===== config.mk =====
export PLATFORM = sky130hd
export DESIGN_NAME = pip_ctrl
export DESIGN_NICKNAME = d
export VERILOG_FILES = /design/src/design/pip_pkg.sv /design/src/design/pip_ctrl.sv
export SDC_FILE = /design/constraint.sdc
export NUM_CORES = 1
export LEC_CHECK = 0
export ABC_AREA = 0
export BUFFER_PORTS_ARGS = -buffer_cell sky130_fd_sc_hd__buf_2
export CORE_AREA = 4 4 53 55
export DETAILED_ROUTE_END_ITERATION = 7
export DIE_AREA = 0 0 57 59
export GPL_TIMING_DRIVEN = 0
export PLACE_DENSITY = 0.7
export SLEW_MARGIN = 0
export SYNTH_ARGS = -nofsm -noshare
export SYNTH_HDL_FRONTEND = slang
export SYNTH_SLANG_ARGS = --single-unit

===== constraint.sdc =====
create_clock -name clock -period 1.4 [get_ports clock]
set_input_delay 0.07 -clock clock [delete_from_list [all_inputs] [get_ports clock]]
set_output_delay 0.07 -clock clock [all_outputs]
set_load 0.01 [all_outputs]

===== src/design/pip_pkg.sv =====
// ---------------------------------------------------------------------------
// pip_pkg
// Shared constants, codes and controller/datapath interface types for the
// point-in-polygon test.
// ---------------------------------------------------------------------------
`default_nettype none

package pip_pkg;

   localparam int MAX_VERTICES = 16;
   localparam int COORD_WIDTH  = 16;
   localparam int ADDR_W       = $clog2(MAX_VERTICES);
   localparam int COUNT_W      = 5;
   localparam int INDEX_W      = 4;
   localparam int FIELD_W      = 16;
   localparam int DIFF_W       = COORD_WIDTH + 1;
   localparam int PROD_W       = 2 * DIFF_W;

   localparam logic OP_WRITE = 1'b0;
   localparam logic OP_QUERY = 1'b1;

   typedef struct packed {
      logic              clear;
      logic              wr_en;
      logic [ADDR_W-1:0] wr_addr;
      logic              rd_en;
      logic [ADDR_W-1:0] rd_addr;
      logic              first;
      logic              last;
   } cmd_type;

   typedef struct packed {
      logic done;
   } sts_type;

endpackage

`default_nettype wire


===== src/design/pip_ctrl.sv =====
// ---------------------------------------------------------------------------
// pip_ctrl
// Request handshake, vertex count register and edge walk sequencer.
// ---------------------------------------------------------------------------
`default_nettype none

module pip_ctrl (
   input  wire logic                            clock,
   input  wire logic                            reset,
   input  wire logic                            start,
   output logic                                 busy,
   input  wire logic                            req_opcode,
   input  wire logic [pip_pkg::INDEX_W-1:0]     req_vertex_index,
   input  wire logic                            csr_valid,
   output logic                                 csr_ready,
   input  wire logic [pip_pkg::COUNT_W-1:0]     csr_wdata,
   output logic                                 rsp_valid,
   output pip_pkg::cmd_type                     cmd,
   input  wire pip_pkg::sts_type                sts
);
   import pip_pkg::*;

   typedef enum logic [1:0] {ST_IDLE, ST_WALK, ST_WAIT} state_type;

   state_type          state_ff;
   logic               busy_ff;
   logic               rsp_valid_ff;
   logic               first_ff;
   logic [ADDR_W-1:0]  idx_ff;
   logic [ADDR_W-1:0]  nm1_ff;
   logic [COUNT_W-1:0] count_ff;
   logic [COUNT_W-1:0] count_in;
   logic [COUNT_W-1:0] n_eff;
   logic               accept;
   logic               query;
   logic               last_rd;

   assign busy      = busy_ff;
   assign rsp_valid = rsp_valid_ff;
   assign csr_ready = 1'b1;

   assign accept  = start && !busy_ff;
   assign query   = accept && (req_opcode == OP_QUERY);
   assign n_eff   = (count_ff > COUNT_W'(MAX_VERTICES)) ? COUNT_W'(MAX_VERTICES) : count_ff;
   assign last_rd = !first_ff && (idx_ff == nm1_ff);

   assign count_in = (csr_valid && csr_ready) ? csr_wdata : count_ff;

   always_ff @(posedge clock) begin
      if (reset) begin
         count_ff <= '0;
      end else begin
         count_ff <= count_in;
      end
   end

   always_comb begin
      cmd.clear   = query;
      cmd.wr_en   = accept && (req_opcode == OP_WRITE);
      cmd.wr_addr = req_vertex_index[ADDR_W-1:0];
      cmd.rd_en   = (state_ff == ST_WALK);
      cmd.rd_addr = first_ff ? nm1_ff : idx_ff;
      cmd.first   = first_ff;
      cmd.last    = (state_ff == ST_WALK) && last_rd;
   end

   always_ff @(posedge clock) begin
      if (reset) begin
         state_ff     <= ST_IDLE;
         busy_ff      <= 1'b0;
         rsp_valid_ff <= 1'b0;
         first_ff     <= 1'b0;
         idx_ff       <= '0;
         nm1_ff       <= '0;
      end else begin
         rsp_valid_ff <= 1'b0;
         unique case (state_ff)
            ST_IDLE: begin
               if (query) begin
                  if (n_eff == '0) begin
                     rsp_valid_ff <= 1'b1;
                  end else begin
                     state_ff <= ST_WALK;
                     busy_ff  <= 1'b1;
                     first_ff <= 1'b1;
                     idx_ff   <= '0;
                     nm1_ff   <= ADDR_W'(n_eff - COUNT_W'(1));
                  end
               end
            end
            ST_WALK: begin
               if (first_ff) begin
                  first_ff <= 1'b0;
               end else if (last_rd) begin
                  state_ff <= ST_WAIT;
               end else begin
                  idx_ff <= idx_ff + ADDR_W'(1);
               end
            end
            ST_WAIT: begin
               if (sts.done) begin
                  state_ff     <= ST_IDLE;
                  busy_ff      <= 1'b0;
                  rsp_valid_ff <= 1'b1;
               end
            end
            default: begin
               state_ff <= ST_IDLE;
               busy_ff  <= 1'b0;
            end
         endcase
      end
   end

`ifndef SYNTHESIS
   a_walk_busy: assert property (@(posedge clock) disable iff (reset)
      (state_ff != ST_IDLE) |-> busy_ff)
      else $error("walk active without busy");

   a_done_in_wait: assert property (@(posedge clock) disable iff (reset)
      sts.done |-> (state_ff == ST_WAIT))
      else $error("datapath done outside wait");

   a_no_write_busy: assert property (@(posedge clock) disable iff (reset)
      busy_ff |-> !cmd.wr_en)
      else $error("vertex write during walk");

   a_empty_resp: assert property (@(posedge clock) disable iff (reset)
      (query && (n_eff == '0)) |=> (rsp_valid_ff && !busy_ff))
      else $error("empty polygon query gave no result");
`endif

endmodule

`default_nettype wire


==> results of run 1 <==
[metal layers]
layer / share of wire / vias up / track usage
met4: 0.029 / 0 / 0.0430
met1: 0.38 / 439 / 0.150
li1: - / 455 / -
met3: 0.059 / 8 / 0.0479
met2: 0.53 / 25 / 0.251
met5: 0 / - / 0
[sequential cells by signal (all words and copies together) (netlist names)]
signal	flops
count_ff	5
idx_ff	4
nm1_ff	4
state_ff	2
busy	1
first_ff	1
rsp_valid	1
[power breakdown]
group	total (mW)	switching (mW)	leakage [nW]	internal, mW
registers	0.599	0.0543	0.153	0.544
logic	0.358	0.159	0.489	0.199
clock network	0.271	0.160	0.0150	0.111
[stage by stage]
step / utilization / hold WS, ns / total power, mW
3_3_place_gp: 0.489 / 0.304 / 0.839
3_5_place_dp: 0.489 / 0.314 / 0.846
6_report: 0.623 / 0.0110 / 1.23
2_1_floorplan: - / 0.189 / 0.773
5_1_grt: 0.623 / 0.0397 / 1.32
4_1_cts: 0.555 / 0.000821 / 1.18
[final timing paths]
path                                   start           to  depth (start not counted)
worst max-delay path             count_ff[4]    nm1_ff[0]                          8
worst min-delay path            csr_wdata[4]  count_ff[4]                          3
worst max register to register   count_ff[4]    nm1_ff[0]                          8
worst min register to register          busy         busy                          2
[worst register-to-register path, stage by stage (launching register included)]
cell	delay, ns
sky130_fd_sc_hd__dfxtp_4	0.37
sky130_fd_sc_hd__inv_6	0.07
sky130_fd_sc_hd__nand2_4	0.06
sky130_fd_sc_hd__ha_4	0.16
sky130_fd_sc_hd__nor4b_4	0.14
sky130_fd_sc_hd__nor4_4	0.28
sky130_fd_sc_hd__buf_4	0.19
sky130_fd_sc_hd__nor2_1	0.04
sky130_fd_sc_hd__a311oi_1	0.18
[area by class of cell]
type | instances | area [sq um]
multi-input combinational | 75 | 707
tap | 30 | 37.5
buffer | 11 | 71.3
inverter | 4 | 20.0
timing repair buffer | 37 | 239
fill | 199 | 901
clock buffer | 4 | 26.3
sequential | 18 | 385
[cell usage after synthesis]
library cell               count  area [sq um]
sky130_fd_sc_hd__a21oi_1       7          35.0
sky130_fd_sc_hd__xnor2_1       2          17.5
sky130_fd_sc_hd__nor2b_1       3          18.8
sky130_fd_sc_hd__nor2_1       10          37.5
sky130_fd_sc_hd__nand3b_1      4          30.0
sky130_fd_sc_hd__nand2b_1      1          6.26
sky130_fd_sc_hd__nor3b_1       2          15.0
sky130_fd_sc_hd__nand2_1       2          7.51
sky130_fd_sc_hd__nor3_1        5          25.0
sky130_fd_sc_hd__buf_4         7          52.6
sky130_fd_sc_hd__or3_1         2          12.5
sky130_fd_sc_hd__o21ai_0       2          10.0
sky130_fd_sc_hd__or2_2         1          6.26
sky130_fd_sc_hd__mux2i_1       5          50.1
sky130_fd_sc_hd__inv_1         4          15.0
sky130_fd_sc_hd__nor3b_2       1          12.5
sky130_fd_sc_hd__dfxtp_1      18           360
sky130_fd_sc_hd__xor2_1        4          35.0
sky130_fd_sc_hd__nor4_1        3          18.8
sky130_fd_sc_hd__o21bai_1      1          7.51
sky130_fd_sc_hd__or2_1         1          6.26
sky130_fd_sc_hd__a211oi_1      2          15.0
sky130_fd_sc_hd__mux2_1        4          45.0
sky130_fd_sc_hd__conb_1        1          3.75
sky130_fd_sc_hd__nor4b_1       1          8.76
sky130_fd_sc_hd__o21a_1        1          7.51
sky130_fd_sc_hd__clkbuf_1      4          15.0
sky130_fd_sc_hd__o41ai_2       1          16.3
sky130_fd_sc_hd__ha_1          3          37.5
sky130_fd_sc_hd__a311oi_1      2          17.5
sky130_fd_sc_hd__and3b_1       1          8.76
sky130_fd_sc_hd__or4b_1        1          10.0
sky130_fd_sc_hd__nand3_1       1          5.00
sky130_fd_sc_hd__buf_2         2          10.0
sky130_fd_sc_hd__and2_1        1          6.26
[repair_timing]
action / 4_1_cts / 5_1_grt
setup buffers: 5 / 4
gates resized for setup: 13 / 35
pin swaps: 4 / 10
setup endpoints to repair: 12 / 17
endpoints found under the hold margin: 4 / 0
gates cloned: 1 / 0
hold buffers: 4 / 0
[cell families (layout without fill, tap and decap cells)]
kind of cell / Yosys count / count (layout) / synth area share
other cells: 1 / 1 / 0.00380
flops: 18 / 18 / 0.365
compound gates: 16 / 16 / 0.110
buf+inv: 17 / 56 / 0.0939
simple gates: 40 / 40 / 0.239
mux: 9 / 9 / 0.0964
xor+xnor: 6 / 6 / 0.0533
fa+ha+maj: 3 / 3 / 0.0381
==> flow_metrics.py, run 1 <==
metrics = {
    "worst_hold_path": {
        "path_category_of_the_worst_min_delay_check": "in2reg",
    },
    "die": {
        "pin_count": 31,
        "fp.dieArea_sq_um": 3360,
        "core.rowCount": 18,
        "die-height_um": 59,
        "design.core.area_sq_um": 2390,
        "die_x_um": 57,
        "starting_density_of_the_core": 0.413,
    },
    "synthesis": {
        "synth.avg_cell_area_sq_um": 8.96,
        "synth_cell_types": 35,
        "synthCells": 110,
        "synth.yosys.warnings": 0,
        "synth_sequential_area_ratio": 0.365,
        "synth.ff_latch_count": 18,
        "syn_nets": 128,
        "syn_area_sq_um": 986,
    },
    "detailed_routing": {
        "avgViaCountPerCell": 5.18,
        "drc_markers": 0,
        "drt_pre_antenna_iters": 3,
        "vias": 927,
        "antenna_left": 0,
        "drt-wirelength-per-cell_um": 13.2,
        "drt_wl_total_um": 2360,
        "drt_first_iter_violations": 5,
    },
    "clock_tree": {
        "worst_skew_pair.late_latency_ns": 0.29,
        "clk_path_buf_depth": 2,
        "ctsHtreeMaxLevel": 1,
        "cts.sinks": 18,
        "worst_setup_hold_path_clk_slew_ns": 0.10,
        "numCtsBuffers": 3,
        "tritoncts": "done",
        "root_buffer": "sky130_fd_sc_hd__clkbuf_4",
    },
    "global_route": {
        "grt_antenna_before_repair": 0,
        "grtUsageTotal": 0.138,
        "grt_overflow_total": 0,
        "grt_max_degree": 11,
        "via_count_of_the_first_global_routing_pass": 834,
        "global_route_wire_length_before_repair_um": 3590,
    },
    "worst_setup_path": {
        "timing_worst_setup_path_type": "reg2reg",
        "slowest_delay_ns": 0.37,
        "timing.critical_path.slowest_stage_cell": "sky130_fd_sc_hd__dfxtp_4",
        "wp_data_required_ns": 1.61,
        "cp_cell_sequence": "inv_6, nand2_4, ha_4, nor4b_4, nor4_4, buf_4, nor2_1, a311oi_1",
        "worst_setup_path_start_kind": "register",
        "data_arrival_at_the_endpoint_of_the_critical_path_ns": 1.79,
        "path_max_fanout": 5,
        "worstPathBufferInverterCount": 2,
        "reg_to_reg_slack_setup_ns": -0.18,
        "worst_path_top_cell_family_by_delay": "simple AND/OR/NAND/NOR gates",
        "setup.worst_path.end_class": "register",
    },
    "outcome": {
        "run_status": "finished with violations",
        "failing_checks": "negative setup slack",
    },
    "timing": {
        "finalHoldViolations": 0,
        "fin_tns_setup_ns": -1.31,
        "fin_ws_ns": -0.175,
        "final.min_clock_period_ns": 1.58,
        "final-max-slew-violation-count": 0,
        "fin_skew_ns": 0.00256,
        "fin_crit_sh": 1.13,
        "fmax_ghz": 0.635,
        "rsz_0062_raised_after_global_routing": "yes",
        "setup-violations-final": 12,
    },
    "finish": {
        "antenna_cells": 0,
        "leading_cell_type_in_the_layout_fill_and_taps_excluded": "sky130_fd_sc_hd__buf_2",
        "mostFrequentLayoutCells": "sky130_fd_sc_hd__buf_2 (21), sky130_fd_sc_hd__buf_4 (19), sky130_fd_sc_hd__nor2_1 (9)",
        "post_layout_nonfiller_instances": 179,
        "final_nets": 168,
        "share_of_final_layout_standard_cells_stronger_than_drive_strength_1": 0.530,
        "fin_area_sq_um": 1490,
        "area.growth.synth_to_final_pct": 50.8,
    },
    "place": {
        "dp.cells": 163,
        "place.port_buffers": 23,
        "globalplace.congestion": 0.779,
        "placedInstanceArea_sq_um": 1170,
        "pre_cts_slack_ns": -0.270,
        "detailedPlacementHpwl_um": 1530,
    },
    "power": {
        "power-per-cell-area_nw_per_um2": 826,
        "cellLeakagePower_nw": 0.656,
        "ir_worst_vdd_v": 0.000962,
    },
    "run": {
        "drv_cap": 0,
    },
}
Note: power is estimated with default switching activity, not from simulation.
==> run 2, diff against run 1 <==
MAX_ROUTING_LAYER = met4   (was not set)
==> run 2 against run 1 <==
  * Power barely moved
  * Global-route usage rose by 0.41 points
  * Hold slack barely moved
  * Combinational power is essentially flat
  * Sequential power about the same
  * Clock skew is essentially flat
  * Via count up 0.11%
  * Clock power is essentially flat
  * Flip-flop and latch count did not move
  * Wire length is essentially flat
  * First-iteration DRC count stayed put
  * Largest power group unchanged
  * Critical path type unchanged
  * Register-to-register slack barely moved
  * The run still ends with negative setup slack left
  * Largest cell class unchanged
==> flow_metrics.py, run 2 (synthesized netlist as in run 1, its figures left out) <==
metrics = {
    "place": {
        "pre_cts_slack_ns": -0.270,
        "globalplace.congestion": 0.790,
        "detailedPlacementHpwl_um": 1530,
        "place.port_buffers": 23,
        "placedInstanceArea_sq_um": 1170,
    },
    "worst_setup_path": {
        "worst_path_top_cell_family_by_delay": "simple AND/OR/NAND/NOR gates",
        "reg_to_reg_slack_setup_ns": -0.18,
        "slowest_delay_ns": 0.37,
        "path_max_fanout": 5,
        "data_arrival_at_the_endpoint_of_the_critical_path_ns": 1.79,
        "timing.rr.start": "count_ff[4]",
        "worst-r2r-cell-count": 8,
        "worstPathBufferInverterCount": 2,
        "timing_worst_setup_path_type": "reg2reg",
        "critical_path.reg2reg.endpoint": "nm1_ff[0]",
        "setup.worst_path.end_class": "register",
        "timing.critical_path.slowest_stage_cell": "sky130_fd_sc_hd__dfxtp_4",
        "wp_data_required_ns": 1.61,
        "cp_cell_sequence": "inv_6, nand2_4, ha_4, nor4b_4, nor4_4, buf_4, nor2_1, a311oi_1",
        "worst_setup_path_start_kind": "register",
    },
    "die": {
        "core.rowCount": 18,
        "starting_density_of_the_core": 0.413,
        "design.core.area_sq_um": 2390,
        "die-height_um": 59,
        "fp.dieArea_sq_um": 3360,
        "pin_count": 31,
        "die_x_um": 57,
    },
    "global_route": {
        "grt_max_degree": 11,
        "grt_overflow_total": 0,
        "via_count_of_the_first_global_routing_pass": 834,
        "global_route_wire_length_before_repair_um": 3600,
        "grtUsageTotal": 0.142,
        "grt_antenna_before_repair": 0,
    },
    "finish": {
        "layout_top_registers": "count_ff x5, idx_ff x4, nm1_ff x4",
        "mostFrequentLayoutCells": "sky130_fd_sc_hd__buf_2 (21), sky130_fd_sc_hd__buf_4 (19), sky130_fd_sc_hd__nor2_1 (9)",
        "share_of_final_layout_standard_cells_stronger_than_drive_strength_1": 0.530,
        "max_flop_register": "count_ff",
        "fillCellCount": 199,
        "fin_area_sq_um": 1490,
        "area.growth.synth_to_final_pct": 50.8,
        "antenna_cells": 0,
        "largest_reg_flops": 5,
        "final_nets": 168,
        "leading_cell_type_in_the_layout_fill_and_taps_excluded": "sky130_fd_sc_hd__buf_2",
    },
    "timing": {
        "setup-violations-final": 12,
        "finalHoldViolations": 0,
        "final-max-slew-violation-count": 0,
        "fin_skew_ns": 0.00256,
        "fmax_ghz": 0.635,
        "hold-worst-slack_ns": 0.0110,
        "final.min_clock_period_ns": 1.58,
        "fin_ws_ns": -0.176,
        "fin_crit_sh": 1.13,
        "rsz_0062_raised_after_global_routing": "yes",
    },
    "clock_tree": {
        "root_buffer": "sky130_fd_sc_hd__clkbuf_4",
        "clk_path_buf_depth": 2,
        "numCtsBuffers": 3,
        "cts.sinks": 18,
        "tritoncts": "done",
        "ctsHtreeMaxLevel": 1,
        "worst_setup_hold_path_clk_slew_ns": 0.10,
        "worst_skew_pair.late_latency_ns": 0.29,
    },
    "outcome": {
        "failing_checks": "negative setup slack",
        "run_status": "finished with violations",
    },
    "detailed_routing": {
        "drc_markers": 0,
        "avgViaCountPerCell": 5.18,
        "drt-wirelength-per-cell_um": 13.2,
        "drt_first_iter_violations": 5,
        "drt_wl_total_um": 2350,
        "vias": 928,
        "antenna_left": 0,
        "drt_pre_antenna_iters": 3,
    },
    "power": {
        "power-per-cell-area_nw_per_um2": 826,
        "ir_worst_vdd_v": 0.000962,
        "comb_power_share": 0.292,
        "cellLeakagePower_nw": 0.656,
        "p_total_mw": 1.23,
        "swShare": 0.304,
        "proportion_of_power_drawn_by_flip_flops_and_latches": 0.488,
        "total_net_switching_power_mw": 0.374,
        "internal_power_mw": 0.854,
        "p_clk_frac": 0.221,
    },
    "worst_hold_path": {
        "hold_path_end": "count_ff[4]",
        "path_category_of_the_worst_min_delay_check": "in2reg",
        "min_delay_path_depth": 3,
        "hold_path_startpoint": "csr_wdata[4]",
    },
    "run": {
        "drv_cap": 0,
    },
}
run 2: worst max path at each step:
stage / start / to / slack, ns / cells past startpoint
6_report: count_ff[4] / nm1_ff[0] / -0.18 / 8
5_1_grt: count_ff[4] / nm1_ff[3] / -0.26 / 8
4_1_cts: nm1_ff[3] / cmd[0] / -0.17 / 4
2_1_floorplan: count_ff[4] / nm1_ff[0] / -0.12 / 8
3_5_place_dp: count_ff[4] / nm1_ff[3] / -0.27 / 8
3_3_place_gp: count_ff[4] / nm1_ff[0] / -0.28 / 8
run 2: area by class of cell:
class                   instances  area, sq um  share of cell area
multi-input cells              75          707               0.476
flip-flops and latches         18          385               0.259
repair buffers                 37          239               0.161
plain buffers                  11         71.3              0.0480
well taps                      30         37.5              0.0253
clock buffers                   4         26.3              0.0177
inverters                       4         20.0              0.0135
run 2: worst reg2reg max path, delay by kind of cell (launching register included):
family                     cells  cell delay, ns
and+or+nand+nor                4            0.52
DFF                            1            0.37
buffers and inverters          2            0.26
AOI/OAI and AO/OA              1            0.18
adders and majority gates      1            0.16
run 2: layer usage:
| metal | track usage | vias to the layer above | wire, um |
|---|---|---|---|
| li1 | - | 456 | - |
| met1 | 0.150 | 439 | 904 |
| met2 | 0.251 | 25 | 1240 |
| met3 | 0.0479 | 8 | 139 |
| met4 | 0.0430 | 0 | 68 |
| met5 | - | - | 0 |
run 2: through the flow:
stage	cells	utilization	TNS (ns)
2_1_floorplan	110	-	-0.643
3_3_place_gp	163	0.489	-1.82
3_5_place_dp	163	0.489	-1.97
4_1_cts	177	0.555	-1.32
5_1_grt	179	0.623	-2.37
6_report	179	0.623	-1.31
run 2: timing repair:
item,in CTS,in global routing
pin swaps,4,10
endpoints found under the setup margin,12,17
setup buffers,5,4
gates resized for setup,13,35
hold endpoints to repair,4,0
hold buffers,4,0
cloned,1,0
run 2: power groups by stage:
stage          combinational, mW  sequential (mW)  clock [mW]
6_report                   0.358            0.599       0.271
5_1_grt                    0.392            0.604       0.319
4_1_cts                    0.303            0.578       0.295
3_5_place_dp               0.254            0.592           0
3_3_place_gp               0.249            0.590           0
2_1_floorplan              0.187            0.586           0
==> run 3, diff against run 2 <==
ABC_AREA = 1   (was 0)
CORE_AREA = 4 4 55 57   (was 4 4 53 55)
DIE_AREA = 0 0 59 61   (was 0 0 57 59)
PLACE_DENSITY = 0.72   (was 0.7)
==> run 3 against run 2 <==
  * The run still ends with negative setup slack left
  * Sequential power is 28% higher
  * Clock-buffer cell count fell by 1
  * Via count rose by 23%
  * Global-route usage rose by 1.9 points
  * Maximum frequency increased by 4.2%
  * Register-to-register slack better by 0.06 ns
  * First-iteration DRC count rose to 7.4 times the previous value
  * Synthesized area increased by 14%
  * Die area is 7.0% higher
  * Synthesized cell count increased by 46%
  * Critical path depth is 4 higher
  * Critical endpoint is now idx_ff[1]
  * Highest routed layer unchanged
==> flow_metrics.py, run 3 <==
metrics = {
    "outcome": {
        "run_status": "finished with violations",
        "failing_checks": "negative setup slack",
    },
    "clock_tree": {
        "cts.sinks": 18,
        "clk_path_buf_depth": 2,
        "numCtsBuffers": 3,
        "ctsHtreeMaxLevel": 1,
        "root_buffer": "sky130_fd_sc_hd__clkbuf_4",
        "tritoncts": "done",
        "worst_skew_pair.late_latency_ns": 0.29,
        "worst_setup_hold_path_clk_slew_ns": 0.10,
    },
    "place": {
        "detailedPlacementHpwl_um": 1960,
        "globalplace.congestion": 0.867,
        "placedInstanceArea_sq_um": 1290,
        "place.port_buffers": 25,
    },
    "timing": {
        "setup-violations-final": 8,
        "fin_ws_ns": -0.112,
        "finalHoldViolations": 0,
        "fin_skew_ns": 0.00854,
        "final.min_clock_period_ns": 1.51,
        "fin_crit_sh": 1.08,
        "fin_tns_setup_ns": -0.528,
        "rsz_0062_raised_after_global_routing": "yes",
        "final-max-slew-violation-count": 0,
        "fmax_ghz": 0.662,
    },
    "worst_setup_path": {
        "worst_path_top_cell_family_by_delay": "simple AND/OR/NAND/NOR gates",
        "cp_cell_sequence": "inv_2, nor2_4, inv_2, ha_4, inv_2, nor2_2, nand3_2, nand3_4, nor2_4, nand2_4, nand2_2, a21oi_2",
        "wp_data_required_ns": 1.60,
        "timing.critical_path.mode_cell": "sky130_fd_sc_hd__inv_2",
        "slowest_delay_ns": 0.34,
        "timing.critical_path.slowest_stage_cell": "sky130_fd_sc_hd__dfxtp_2",
        "setup.worst_path.end_class": "register",
        "worst_setup_path_start_kind": "register",
        "timing_worst_setup_path_type": "reg2reg",
        "worstPathBufferInverterCount": 3,
        "data_arrival_at_the_endpoint_of_the_critical_path_ns": 1.71,
        "path_max_fanout": 5,
    },
    "finish": {
        "leading_cell_type_in_the_layout_fill_and_taps_excluded": "sky130_fd_sc_hd__buf_2",
        "largest_reg_flops": 5,
        "layout_top_registers": "count_ff x5, idx_ff x4, nm1_ff x4",
        "share_of_final_layout_standard_cells_stronger_than_drive_strength_1": 0.522,
        "final_nets": 221,
        "max_flop_register": "count_ff",
        "area.growth.synth_to_final_pct": 36.2,
        "fin_area_sq_um": 1530,
        "mostFrequentLayoutCells": "sky130_fd_sc_hd__buf_2 (26), sky130_fd_sc_hd__nand2_1 (21), sky130_fd_sc_hd__buf_4 (18)",
        "antenna_cells": 0,
    },
    "detailed_routing": {
        "antenna_left": 0,
        "avgViaCountPerCell": 4.96,
        "met3_length_um": 155,
        "vias": 1145,
        "drt_wl_total_um": 2820,
        "wirelength_met1_um": 1120,
        "drc_markers": 0,
        "routed.top_layer": "met4",
        "drt-wirelength-per-cell_um": 12.2,
        "drt_pre_antenna_iters": 4,
        "met2WireLength_um": 1490,
        "drt_first_iter_violations": 37,
    },
    "synthesis": {
        "synth.yosys.warnings": 0,
        "synthCells": 161,
        "syn_nets": 179,
        "synth.avg_cell_area_sq_um": 6.97,
        "ys_dominant_reg_cell": "sky130_fd_sc_hd__dfxtp_1",
        "ys_top_cells_by_area": "sky130_fd_sc_hd__dfxtp_1 (32%), sky130_fd_sc_hd__nand2_1 (9.0%), sky130_fd_sc_hd__inv_1 (6.7%), sky130_fd_sc_hd__nor2_1 (5.7%), sky130_fd_sc_hd__nand3_1 (4.9%)",
        "synth_cell_types": 27,
        "synth_edf_count": 0,
        "synthMostInstantiatedCell": "sky130_fd_sc_hd__nand2_1",
        "syn_area_sq_um": 1120,
        "synth_sequential_area_ratio": 0.321,
        "synth_top_cell_by_area": "sky130_fd_sc_hd__dfxtp_1",
        "post-synth-top-area-fraction": 0.321,
        "synth.ff_latch_count": 18,
        "ys_async_sr_fraction": 0,
        "netlist_top_cells_count": "sky130_fd_sc_hd__nand2_1 (27), sky130_fd_sc_hd__inv_1 (20), sky130_fd_sc_hd__dfxtp_1 (18), sky130_fd_sc_hd__nor2_1 (17)",
    },
    "global_route": {
        "grt_overflow_total": 0,
        "via_count_of_the_first_global_routing_pass": 1039,
        "grt_antenna_before_repair": 0,
        "global_route_wire_length_before_repair_um": 4260,
        "grt_max_degree": 11,
        "grtUsageTotal": 0.161,
    },
    "die": {
        "core.rowCount": 18,
        "starting_density_of_the_core": 0.453,
        "die-height_um": 61,
        "pin_count": 31,
        "die_x_um": 59,
        "fp.dieArea_sq_um": 3600,
        "design.core.area_sq_um": 2480,
    },
    "worst_hold_path": {
        "path_category_of_the_worst_min_delay_check": "in2reg",
    },
    "run": {
        "drv_cap": 0,
    },
    "power": {
        "cellLeakagePower_nw": 0.712,
        "ir_worst_vdd_v": 0.00121,
        "p_total_mw": 2.39,
        "power-per-cell-area_nw_per_um2": 1560,
    },
}
run 3: cell types whose count changed in the layout (fill, tap and decap cells not counted), sizes merged, moves of 4 or more:
cell   previous run  this run
nand2             2        33
inv               4        26
nand3             1        15
nor2             10        23
o21ai             2        15
mux2i             5         0
mux2              4         0
nor3              5         1
run 3: repair_timing:
item,in CTS,in global routing
pin swaps,6,10
endpoints found under the hold margin,1,0
hold buffers,1,0
buffers inserted,6,5
setup endpoints to repair,15,13
resized for setup,17,25
run 3: cell type report:
type | count | area [sq um]
inverter | 26 | 103
clock buffer | 3 | 22.5
multi-input combinational | 108 | 699
fill | 239 | 948
timing repair buffer | 37 | 218
tap | 30 | 37.5
buffer | 9 | 62.6
sequential | 18 | 387
run 3: worst register-to-register path, delay by kind of cell, from the launching register on:
kind            cells  cell delay (ns)
buf+inv             3             0.15
simple gates        7             0.74
flops               1             0.34
compound gates      1             0.05
fa+ha+maj           1             0.15
run 3: cell families after synthesis:
group                      after synthesis  synth area share
AOI/OAI and AO/OA                       26             0.118
DFF                                     18             0.321
buffers and inverters                   35             0.144
other                                    1           0.00334
and+or+nand+nor                         75             0.357
xor gates and xnor gates                 3            0.0234
adders and majority gates                3            0.0334
run 3: final timing paths:
kind / cells past startpoint / slack [ns] / to / from
setup / recovery: 12 / -0.11 / idx_ff[1] / count_ff[0]
hold / removal: 2 / 0.02 / idx_ff[1] / reset
setup reg to reg: 12 / -0.11 / idx_ff[1] / count_ff[0]
hold reg to reg: 2 / 0.49 / nm1_ff[1] / nm1_ff[1]
run 3: per-stage QoR:
stage / hold WS [ns] / utilization / setup slack, ns / instances
after floorplan: 0.139 / - / 0.00204 / 161
after global placement: 0.292 / 0.521 / -0.115 / 216
after detailed placement: 0.300 / 0.521 / -0.122 / 216
after CTS: 0.0172 / 0.565 / -0.0164 / 226
after global routing: 0.00624 / 0.617 / -0.211 / 231
final: 0.0205 / 0.617 / -0.112 / 231
run 3: layer usage:
metal / track usage / up-vias
met5: - / -
met1: 0.172 / 517
met3: 0.0319 / 9
li1: - / 581
met2: 0.292 / 38
met4: 0.0583 / 0
run 3: where the power goes:
group / total (mW) / switching, mW / internal [mW]
combinational: 1.37 / 0.830 / 0.542
clock: 0.256 / 0.156 / 0.100
sequential: 0.764 / 0.126 / 0.638
